$ cat src/hdl/grwc_pkg.sv
// ----------------------------------------------------------------------------
// grwc_pkg
// Shared types and constants of the grid random walk carver.
// ----------------------------------------------------------------------------
package grwc_pkg;

  localparam int unsigned GridCols     = 32;
  localparam int unsigned GridRows     = 32;
  localparam int unsigned Stride       = 2;
  localparam int unsigned DefaultStart = 5;

  typedef enum logic [1:0] {
    CMD_RESTART = 2'd0,
    CMD_STEP    = 2'd1,
    CMD_READ    = 2'd2
  } cmd_e;

  typedef enum logic [1:0] {
    DIR_PCOL = 2'd0,
    DIR_PROW = 2'd1,
    DIR_NCOL = 2'd2,
    DIR_NROW = 2'd3
  } dir_e;

  typedef enum logic [2:0] {
    STAT_CARVED     = 3'd0,
    STAT_EDGE       = 3'd1,
    STAT_VISITED    = 3'd2,
    STAT_DISALLOWED = 3'd3,
    STAT_STUCK      = 3'd4,
    STAT_RESTARTED  = 3'd5,
    STAT_READ       = 3'd6
  } status_e;

  typedef enum logic [2:0] {
    ST_CLEAR,
    ST_IDLE,
    ST_EXEC,
    ST_CHECK,
    ST_CARVE,
    ST_START,
    ST_FINISH
  } state_e;

  localparam int unsigned CfgStartCol = 0;
  localparam int unsigned CfgStartRow = 1;

endpackage

$ cat src/hdl/grid_random_walk_carver.sv
// A rejected step (stuck, disallowed, edge) goes from EXEC to FINISH; a read inside the grid or a
// visited step first checks the cell in CHECK; a carving step then carves STRIDE cells in CARVE.
// A restart sweeps the grid memory one cell per cycle, then carves the start cell.
// One request at a time: the next can be taken in the cycle after the result loads.
// After reset the same sweep clears all GRID_COLS*GRID_ROWS cells (1024 by default) of the grid
// while requests are held off; the walker sits at column 5, row 5, nothing carved.
// ----------------------------------------------------------------------------
// grid_random_walk_carver
// Walker that carves a bitmap grid STRIDE cells at a time (two by default), with restart and
// cell read commands and an APB register port for the start position.
// ----------------------------------------------------------------------------
module grid_random_walk_carver
  import grwc_pkg::*;
#(
  parameter int unsigned GRID_COLS = GridCols,
  parameter int unsigned GRID_ROWS = GridRows,
  parameter int unsigned STRIDE    = Stride
) (
  input  logic        clk_i,
  input  logic        rst_ni,
  // request channel
  input  logic        in_valid_i,
  output logic        in_stall_o,
  input  logic [1:0]  cmd_i,
  input  logic [1:0]  direction_i,
  input  logic [4:0]  query_col_i,
  input  logic [4:0]  query_row_i,
  // result channel
  output logic        out_valid_o,
  input  logic        out_stall_i,
  output logic [2:0]  status_o,
  output logic [4:0]  walker_col_o,
  output logic [4:0]  walker_row_o,
  output logic [3:0]  allowed_mask_o,
  output logic        cell_carved_o,
  // register port
  input  logic        psel,
  input  logic        penable,
  input  logic        pwrite,
  input  logic [2:0]  paddr,
  input  logic [31:0] pwdata,
  output logic [31:0] prdata,
  output logic        pready
);

  localparam int unsigned Cells = GRID_COLS * GRID_ROWS;
  localparam int unsigned AW    = $clog2(Cells);
  localparam int unsigned CW    = $clog2(GRID_COLS);
  localparam int unsigned RW    = $clog2(GRID_ROWS);
  localparam int unsigned CW1   = CW + 1;
  localparam int unsigned RW1   = RW + 1;
  localparam int unsigned QCW   = ((CW > 5) ? CW : 5) + 1;
  localparam int unsigned QRW   = ((RW > 5) ? RW : 5) + 1;
  localparam int unsigned SCW   = (STRIDE > 1) ? $clog2(STRIDE) : 1;
  localparam int unsigned ColHi = GRID_COLS - 2;
  localparam int unsigned RowHi = GRID_ROWS - 2;

  function automatic logic [AW-1:0] cell_addr(input logic [CW-1:0] c, input logic [RW-1:0] r);
    return AW'(c) * AW'(GRID_ROWS) + AW'(r);
  endfunction

  // grid memory, one bit per cell
  logic          mem [Cells];
  logic          mem_rd_q;
  logic          mem_we;
  logic [AW-1:0] mem_waddr;
  logic          mem_wdata;
  logic          mem_re;
  logic [AW-1:0] mem_raddr;

  state_e        st_q, st_d;
  logic [AW-1:0] clr_addr_q, clr_addr_d;
  logic          restart_q, restart_d;
  logic [CW-1:0] wx_q, wx_d;
  logic [RW-1:0] wy_q, wy_d;
  logic [3:0]    blocked_q, blocked_d;
  logic [4:0]    start_col_q, start_row_q;
  logic          out_valid_q, out_valid_d;
  logic          load_out;

  cmd_e          cmd_q;
  dir_e          dir_q;
  logic [4:0]    qcol_q, qrow_q;
  status_e       res_status_q, res_status_d;
  logic          res_carved_q, res_carved_d;
  logic [SCW-1:0] cnt_q, cnt_d;
  logic [2:0]    out_status_q;
  logic [4:0]    out_col_q, out_row_q;
  logic [3:0]    out_mask_q;
  logic          out_carved_q;

  logic          in_acc, cfg_wr;
  logic [CW1-1:0] nx_ext;
  logic [RW1-1:0] ny_ext;
  logic          tgt_in_border;
  logic [CW-1:0] wx_step, sx;
  logic [RW-1:0] wy_step, sy;
  logic          step_in_grid;
  logic          q_in_grid;
  logic [3:0]    dir_bit;
  logic [CW+4:0] wx_wide;
  logic [RW+4:0] wy_wide;

  assign in_acc = in_valid_i && !in_stall_o;
  assign cfg_wr = psel && penable && pwrite && pready;
  assign pready = 1'b1;
  assign prdata = paddr[2] ? {27'b0, start_row_q} : {27'b0, start_col_q};

  assign in_stall_o     = (st_q != ST_IDLE);
  assign out_valid_o    = out_valid_q;
  assign status_o       = out_status_q;
  assign walker_col_o   = out_col_q;
  assign walker_row_o   = out_row_q;
  assign allowed_mask_o = out_mask_q;
  assign cell_carved_o  = out_carved_q;

  // far target of a step; a wrapped negative lands above the border
  always_comb begin
    nx_ext  = {1'b0, wx_q};
    ny_ext  = {1'b0, wy_q};
    wx_step = wx_q;
    wy_step = wy_q;
    case (dir_q)
      DIR_PCOL: begin
        nx_ext  = {1'b0, wx_q} + CW1'(STRIDE);
        wx_step = wx_q + CW'(1);
      end
      DIR_PROW: begin
        ny_ext  = {1'b0, wy_q} + RW1'(STRIDE);
        wy_step = wy_q + RW'(1);
      end
      DIR_NCOL: begin
        nx_ext  = {1'b0, wx_q} - CW1'(STRIDE);
        wx_step = wx_q - CW'(1);
      end
      default: begin
        ny_ext  = {1'b0, wy_q} - RW1'(STRIDE);
        wy_step = wy_q - RW'(1);
      end
    endcase
  end

  assign dir_bit       = 4'b0001 << dir_q;
  assign tgt_in_border = (nx_ext >= CW1'(1)) && (nx_ext <= CW1'(ColHi)) &&
                         (ny_ext >= RW1'(1)) && (ny_ext <= RW1'(RowHi));
  assign step_in_grid  = ({1'b0, wx_step} < CW1'(GRID_COLS)) &&
                         ({1'b0, wy_step} < RW1'(GRID_ROWS));
  assign q_in_grid     = (QCW'(qcol_q) < QCW'(GRID_COLS)) && (QRW'(qrow_q) < QRW'(GRID_ROWS));

  // start position saturated into the inner border
  always_comb begin
    if (QCW'(start_col_q) > QCW'(ColHi)) begin
      sx = CW'(ColHi);
    end else if (start_col_q == 5'd0) begin
      sx = CW'(1);
    end else begin
      sx = CW'(start_col_q);
    end
    if (QRW'(start_row_q) > QRW'(RowHi)) begin
      sy = RW'(RowHi);
    end else if (start_row_q == 5'd0) begin
      sy = RW'(1);
    end else begin
      sy = RW'(start_row_q);
    end
  end

  assign wx_wide = {5'b0, wx_q};
  assign wy_wide = {5'b0, wy_q};

  always_comb begin
    st_d         = st_q;
    clr_addr_d   = clr_addr_q;
    restart_d    = restart_q;
    wx_d         = wx_q;
    wy_d         = wy_q;
    blocked_d    = blocked_q;
    res_status_d = res_status_q;
    res_carved_d = res_carved_q;
    cnt_d        = cnt_q;
    mem_we       = 1'b0;
    mem_waddr    = clr_addr_q;
    mem_wdata    = 1'b0;
    mem_re       = 1'b0;
    mem_raddr    = '0;
    load_out     = 1'b0;
    unique case (st_q)
      ST_CLEAR: begin
        mem_we     = 1'b1;
        clr_addr_d = clr_addr_q + AW'(1);
        if (clr_addr_q == AW'(Cells - 1)) begin
          clr_addr_d = '0;
          st_d       = restart_q ? ST_START : ST_IDLE;
        end
      end
      ST_IDLE: begin
        if (in_valid_i) begin
          st_d = ST_EXEC;
        end
      end
      ST_EXEC: begin
        res_carved_d = 1'b0;
        unique case (cmd_q)
          CMD_RESTART: begin
            restart_d  = 1'b1;
            clr_addr_d = '0;
            st_d       = ST_CLEAR;
          end
          CMD_STEP: begin
            if (blocked_q == 4'hF) begin
              res_status_d = STAT_STUCK;
              st_d         = ST_FINISH;
            end else if ((blocked_q & dir_bit) != 4'b0) begin
              res_status_d = STAT_DISALLOWED;
              st_d         = ST_FINISH;
            end else if (!tgt_in_border) begin
              blocked_d    = blocked_q | dir_bit;
              res_status_d = STAT_EDGE;
              st_d         = ST_FINISH;
            end else begin
              mem_re    = 1'b1;
              mem_raddr = cell_addr(nx_ext[CW-1:0], ny_ext[RW-1:0]);
              st_d      = ST_CHECK;
            end
          end
          default: begin
            // code three reads as well
            res_status_d = STAT_READ;
            if (q_in_grid) begin
              mem_re    = 1'b1;
              mem_raddr = cell_addr(CW'(qcol_q), RW'(qrow_q));
              st_d      = ST_CHECK;
            end else begin
              st_d = ST_FINISH;
            end
          end
        endcase
      end
      ST_CHECK: begin
        if (cmd_q == CMD_STEP) begin
          if (mem_rd_q) begin
            blocked_d    = blocked_q | dir_bit;
            res_status_d = STAT_VISITED;
            st_d         = ST_FINISH;
          end else begin
            blocked_d    = 4'b0;
            res_status_d = STAT_CARVED;
            cnt_d        = '0;
            st_d         = ST_CARVE;
          end
        end else begin
          res_carved_d = mem_rd_q;
          st_d         = ST_FINISH;
        end
      end
      ST_CARVE: begin
        wx_d      = wx_step;
        wy_d      = wy_step;
        mem_we    = step_in_grid;
        mem_waddr = cell_addr(wx_step, wy_step);
        mem_wdata = 1'b1;
        cnt_d     = cnt_q + SCW'(1);
        if (cnt_q == SCW'(STRIDE - 1)) begin
          st_d = ST_FINISH;
        end
      end
      ST_START: begin
        wx_d         = sx;
        wy_d         = sy;
        blocked_d    = 4'b0;
        mem_we       = 1'b1;
        mem_waddr    = cell_addr(sx, sy);
        mem_wdata    = 1'b1;
        res_status_d = STAT_RESTARTED;
        restart_d    = 1'b0;
        st_d         = ST_FINISH;
      end
      ST_FINISH: begin
        // result register frees up when its current request leaves
        if (!out_valid_q || !out_stall_i) begin
          load_out = 1'b1;
          st_d     = ST_IDLE;
        end
      end
      default: begin
        st_d = ST_IDLE;
      end
    endcase
  end

  always_comb begin
    out_valid_d = out_valid_q;
    if (load_out) begin
      out_valid_d = 1'b1;
    end else if (out_valid_q && !out_stall_i) begin
      out_valid_d = 1'b0;
    end
  end

  always_ff @(posedge clk_i or negedge rst_ni) begin
    if (!rst_ni) begin
      st_q        <= ST_CLEAR;
      clr_addr_q  <= '0;
      restart_q   <= 1'b0;
      wx_q        <= CW'(DefaultStart);
      wy_q        <= RW'(DefaultStart);
      blocked_q   <= 4'b0;
      start_col_q <= 5'(DefaultStart);
      start_row_q <= 5'(DefaultStart);
      out_valid_q <= 1'b0;
    end else begin
      st_q        <= st_d;
      clr_addr_q  <= clr_addr_d;
      restart_q   <= restart_d;
      wx_q        <= wx_d;
      wy_q        <= wy_d;
      blocked_q   <= blocked_d;
      out_valid_q <= out_valid_d;
      if (cfg_wr) begin
        if (paddr[2] == 1'(CfgStartRow)) begin
          start_row_q <= pwdata[4:0];
        end else begin
          start_col_q <= pwdata[4:0];
        end
      end
    end
  end

  always_ff @(posedge clk_i) begin
    res_status_q <= res_status_d;
    res_carved_q <= res_carved_d;
    cnt_q        <= cnt_d;
    if (in_acc) begin
      cmd_q  <= cmd_e'(cmd_i);
      dir_q  <= dir_e'(direction_i);
      qcol_q <= query_col_i;
      qrow_q <= query_row_i;
    end
    if (load_out) begin
      out_status_q <= res_status_q;
      out_col_q    <= wx_wide[4:0];
      out_row_q    <= wy_wide[4:0];
      out_mask_q   <= ~blocked_q;
      out_carved_q <= res_carved_q;
    end
  end

  always_ff @(posedge clk_i) begin
    if (mem_we) begin
      mem[mem_waddr] <= mem_wdata;
    end
  end

  always_ff @(posedge clk_i) begin
    if (mem_re) begin
      mem_rd_q <= mem[mem_raddr];
    end
  end

  // a carve always ends with every direction open
  a_carve_unblocks: assert property (@(posedge clk_i) disable iff (!rst_ni)
    (out_valid_o && status_o == STAT_CARVED) |-> (allowed_mask_o == 4'hF))
    else $error("carve result with a blocked direction");

  a_walker_in_border: assert property (@(posedge clk_i) disable iff (!rst_ni)
    (st_q == ST_FINISH && (res_status_q == STAT_CARVED || res_status_q == STAT_RESTARTED))
    |-> (wx_q >= CW'(1) && {1'b0, wx_q} <= CW1'(ColHi) &&
         wy_q >= RW'(1) && {1'b0, wy_q} <= RW1'(RowHi)))
    else $error("walker left the inner border");

  a_write_in_range: assert property (@(posedge clk_i) disable iff (!rst_ni)
    mem_we |-> ({1'b0, mem_waddr} < (AW + 1)'(Cells)))
    else $error("grid write beyond the memory");

  a_request_starts_work: assert property (@(posedge clk_i) disable iff (!rst_ni)
    in_acc |=> (st_q == ST_EXEC && in_stall_o))
    else $error("accepted request not taken into work");

  a_single_result: assert property (@(posedge clk_i) disable iff (!rst_ni)
    load_out |=> (st_q == ST_IDLE && out_valid_o))
    else $error("result load out of sequence");

endmodule
$ cat config.mk
export PLATFORM = sky130hd
export DESIGN_NAME = grid_random_walk_carver
export DESIGN_NICKNAME = d
export VERILOG_FILES = /design/src/hdl/grwc_pkg.sv /design/src/hdl/grid_random_walk_carver.sv
export SDC_FILE = /design/constraint.sdc
export NUM_CORES = 2
export LEC_CHECK = 0
export BUFFER_PORTS_ARGS = -buffer_cell sky130_fd_sc_hd__buf_2
export CORE_UTILIZATION = 29
export CTS_CLUSTER_SIZE = 25
export DETAILED_ROUTE_END_ITERATION = 12
export GPL_ROUTABILITY_DRIVEN = 0
export SLEW_MARGIN = 15
export SYNTH_ARGS = -nofsm -noshare
export SYNTH_HDL_FRONTEND = slang
export SYNTH_SLANG_ARGS = --single-unit
$ cat constraint.sdc
create_clock -name clk_i -period 22.8 [get_ports clk_i]
set_clock_uncertainty 0.15 [all_clocks]
set_input_delay 1.14 -clock clk_i [delete_from_list [all_inputs] [get_ports clk_i]]
set_output_delay 1.14 -clock clk_i [all_outputs]
set_load 0.1 [all_outputs]
# == Yosys cells after proc, flatten, opt, wreduce, memory -nomap -nowiden ==
# Memories as Yosys holds them, arrays and structs flattened. A register that Yosys moved wholly into a read port is not among the register bits.
# Cells that the tools add are included.
# totals
reg_bits,76
ram_bits,1024
in_bits,56
output_inout_bits,53
wordCells,175
n_memories,1
# classes
n_addsub,14
order_cmp,6
n_eq_ne,26
n_shift,1
mux,66
bitwise_logic,4
n_reduce_logical,36
# mem_list
memory,words,word_bits,read_ports,rd_clocked_by_memory_dff,wr,line,text
mem,1024,1,1,1,1,grid_random_walk_carver.sv:63,logic mem [Cells];
# ops
cell,count
two-way mux 10 bit,6
one-hot mux 10 bit (2 select lines),3
adder 10 x 5 -> 10 bit,4
one-hot mux 5 bit (2 select lines),4
two-way mux 3 bit,13
!= test 2 bit (second input constant),13
two-way mux 5 bit,5
two-way mux 4 bit,6
one-hot mux 6 bit (2 select lines),2
one-hot mux 3 bit (7 select lines),1
two-way mux 1 bit,16
adder 5 x 2 -> 6 bit (second input constant),2
greater-or-equal comparator 6 x 1 -> 1 bit (second input constant),2
less-or-equal comparator 6 x 5 -> 1 bit (second input constant),2
one-hot mux 3 bit (2 select lines),2
one-hot mux 4 bit (3 select lines),1
nonzero test 2 bit,6
subtractor 5 x 2 -> 6 bit (second input constant),2
adder 10 x 1 -> 10 bit (second input constant),1
adder 5 x 1 -> 5 bit (second input constant),2
equality test 10 bit (second input constant),1
> comparator 5 bit (second input constant),2
logical NOT 5 bit,2
AND reduction 2 bit,5
other kinds (30),50

# == Depth between registers and ports, before layout ==
# depth
ltp_word,11
mapped_depth,24
depth_no_buf,17

# == Worst setup path before layout ==
# OpenSTA, ideal clock, no wires.
# synth_timing
kind,flip-flop to flip-flop
from,register st_q[2]
to,memory mem[0] (data pin)
setup_time_ns,3.471
t_arrival_ns,16.337
t_required_ns,19.179
path_slack_ns,2.842
stages_incl_launch_ff,5
n_path_buf,2
synth_period_minus_slack_ns,19.958
path_cell_list,dfrtp_1 -> clkbuf_1 -> nand2_1 -> clkinv_1 -> clkbuf_1
# synth_between
elab_chain_cells,3
word_cells_on_any_way,4
classes_between,eq/ne (2); mux (1); reduce/logical (1)
# synth_lines
element,line,text
from (decl),grid_random_walk_carver.sv:71,"state_e st_q, st_d;"
from (signal assigned),grid_random_walk_carver.sv:312,st_q <= st_d;
equality test 3 bit,grid_random_walk_carver.sv:187,unique case (st_q)
OR reduction 2 bit (no source line) (*),--,
two-way mux 1 bit (*),grid_random_walk_carver.sv:187,
net mem_wdata,grid_random_walk_carver.sv:67,logic mem_wdata;
to (decl),grid_random_walk_carver.sv:63,
# The timed path passes the listed nets; every way through them passes the cells marked *.

# == Worst setup path in the final report ==
# layout_timing
from,register dir_q[1]
to,register mem_rd_q (read register of mem) (data pin)
# layout_between
elab_chain_cells,11
word_cells_on_any_way,27
classes_between,add/sub (1); order compare (4); eq/ne (2); shift (1); mux (12); bitwise (1); reduce/logical (6)
# layout_lines
element,line,text
from (decl),grid_random_walk_carver.sv:82,dir_e dir_q;
from (signal assigned),grid_random_walk_carver.sv:335,dir_q <= dir_e'(direction_i);
branches (longest 11 deep; another with adder 10 x 5 -> 10 bit),--,
to (decl),grid_random_walk_carver.sv:64,logic mem_rd_q;
# Parallel ways; which one is timed is not known.
# A chain may end at the register's enable or synchronous reset.

==> run metrics <==
crit path capture type=flop; status=finished clean; Worst Hold Launch=res_status_q[2]; die area=171800 sq um; Yosys cell types=80; register area share after synthesis=66.64%; WP data required=23.07 ns; CTS tree=done; FF-to-FF End=mem_rd_q; vias in the first global route=32900; FMAX=0.1307 GHz; Slew HR=20.85%; first-pass GRT wire length=213700 um; Worst EP arrival=7.92 ns; DP Area=51420 sq um; critical-path cell list=inv_1, nand2_1, inv_1, fa_1, nand2b_1, a211o_1, o221ai_1, and2_1, nand4_1, a21oi_4, buf_4, buf_4, buf_4, nand3_1, nand4_1, a21oi_1, nor4_1, nor4_1, a22oi_1, o211ai_1; Hold Path Class=reg2reg; Period minus WS final=7.654 ns; largest net degree at the start of global routing=259; DRT Wirelength=145300 um; most common flop cell mapped by yosys=edfxtp_1; Slew @ Worst Pin=1.187 ns; detailed placement HPWL=70880 um; Initial Utilization=29.18%; row count=151; Critical Path Most Common Cell=buf_4; Crit Path Class=reg2reg; setup_tns=0 ns; Final Hold Viols=0; postcts setup bufs=0; IO Count=109; Clock Tree Buf Depth=3; CP max-delay cell=buf_4; Final #Nets=4562; cell area after layout=54810 sq um; CP top delay family=buffers and inverters; worst vdd ir=0.06747 mV; WHS Endpoint=status_o[2]; final setup violation count=0; total grt overflow=0; final hold slack=0.2735 ns; TritonCTS Buffers=114; Mapped Cells=4644; Post-synth ARST share=3.542%; drt drc=0; yosys warns=0; PD cells=72.62 nW/um^2; share of the synthesized area in the top cell type=64.64%; Tot GR Track Use=16.33%; fin. max-slew vios=0; Routed WL per cell=21.34 um; Synth area leaders=edfxtp_1, nor2_1, nand2_1, nand3_1, dfrtp_1; post_cts resized=0; EDFF count, synth=1062; Die Wd=414.5 um; clock-pin slew on the worst setup and hold paths=0.06 ns; Worst R2R Setup Slack=15.15 ns; H-Tree Depth=3; Hold Crit Depth=0; Via density=5.178; Crit Path Max Fanout=54; share of layout cells above drive strength 1=7.868%; Syn Area/Cell=10.62 sq um; clock tree sinks=1101; reg2reg start=dir_q[1]; Setup crit start kind=flop; Cell Area, Synth=49340 sq um; FF-to-FF path depth=20; CORE AREA=169100 sq um; largest area contributor in the synthesized netlist=edfxtp_1; initial antenna violation count=0; Synth Register Bits=1101; Antenna Nets Post-Route=0; max_cap viols=0; root buf cell=clkbuf_16; CP peak stage delay=0.85 ns; LEAKAGE=16.77 nW; DR iter-0 viols=4410; Clock Latency Late Sink=0.71 ns; Pre-antenna DRT Iters=6; PortBufs=51; crit share post-route=33.57%; area grow syn2layout=11.10%; Die Ht=414.5 um; unrepaired setup endpoints after global routing=false; WP buf/inv=5; total number of vias=35250; hold buffers post-CTS=0
## cells in the mapped netlist (all sizes together), types with 5 or more instances
cell / count
a21oi: 104
dfrtp: 31
nand3: 320
nand4b: 5
edfxtp: 1062
mux2: 19
and3: 13
a31oi: 122
nand2: 1011
a22oi: 6
xor2: 9
nand2b: 6
a21o: 13
o22ai: 10
nor2b: 5
nor2: 1092
a311oi: 7
a222oi: 7
buf: 272
or3: 5
clkbuf: 150
nand4: 86
mux2i: 72
dfstp: 8
inv: 17
xnor2: 10
o21ai: 38
nor4: 6
nor3: 17
a32oi: 46
o211ai: 6
ha: 7
## layer usage
| metal | part of all wire, % | GRT usage (%) |
|---|---|---|
| met2 | 48 | 27.31 |
| met4 | 2.9 | 4.952 |
| met3 | 8.3 | 2.425 |
| met5 | 0 | 0 |
| met1 | 41 | 21.77 |
## cells by family after synthesis
group / count (synthesis) / synth area share [%]
simple gates: 2584 / 21.38
flops: 1101 / 66.64
buf+inv: 441 / 4.065
compound gates: 396 / 5.323
mux: 92 / 1.948
xor+xnor: 19 / 0.3753
fa+ha+maj: 9 / 0.2587
other cells: 2 / 0.01522
## flip-flops by register name (all words and copies together) (netlist names), 3 cells and up
register	cells
st_q	3
qcol_q	5
blocked_q	4
start_row_q	5
wx_q	5
qrow_q	5
mem	1024
start_col_q	5
walker_row_o	5
res_status_q	3
allowed_mask_o	4
walker_col_o	5
clr_addr_q	10
status_o	3
wy_q	5
## layout by cell type (no fill, tap or decap), types with 6 or more instances in the layout
master,count
o211ai_1,6
nand3_1,319
o21ai_0,36
and3_1,12
buf_4,76
inv_1,17
conb_1,28
nand2_2,37
xor2_1,8
a21o_1,13
a22oi_1,6
clkbuf_16,114
nor4_1,6
edfxtp_1,1062
a31oi_1,121
nand2b_1,6
nor2_1,1092
clkinv_2,13
nand4_1,86
buf_2,51
a32oi_1,45
dfrtp_1,31
a311oi_1,7
xnor2_1,10
clkinv_1,31
clkbuf_1,39
mux2i_1,72
nand2_1,974
a21oi_1,102
a222oi_1,7
buf_12,6
ha_1,7
dfstp_2,8
nor3_1,17
o22ai_1,9
mux2_2,18
## through the flow
step                util, %  std cells  total power [W]  worst slack (ns)
floorplan                 -       4670         0.002284             2.842
detailed placement    30.41       6599         0.002290             15.21
global placement      30.39       6599         0.002289             15.24
CTS                   32.41       6806         0.004002             15.17
finish                32.41       6807         0.003980             15.15
global route          32.41       6806         0.004075             14.84
## where the power goes
group	switching [W]	internal (W)	total [W]	leakage (nW)
clock	0.000772	0.000961	0.00173	1.64
sequential	0.00000558	0.00219	0.00219	7.87
combinational	0.0000432	0.00000883	0.0000520	7.26
## worst max-delay path by stage
stage	cells after the start	endpoint	slack [ns]	from
2_1_floorplan	4	mem[0]	2.84	st_q[2]
3_3_place_gp	19	mem_rd_q	15.24	dir_q[1]
3_5_place_dp	19	mem_rd_q	15.21	dir_q[1]
4_1_cts	19	mem_rd_q	15.17	dir_q[1]
5_1_grt	19	mem_rd_q	14.84	dir_q[1]
6_report	20	mem_rd_q	15.15	dir_q[1]
## layout make-up
class                      instances  area, sq um
clock inverter                    54        380.4
clock buffer                     153         2999
inverter                          19        78.83
sequential                      1101        32880
timing repair buffer             133        945.9
fill                           16990       114300
tap                             2218         2775
multi-input combinational       3128        14750
antenna                            1        2.502
No activity file was read; power rests on OpenSTA's default activity.
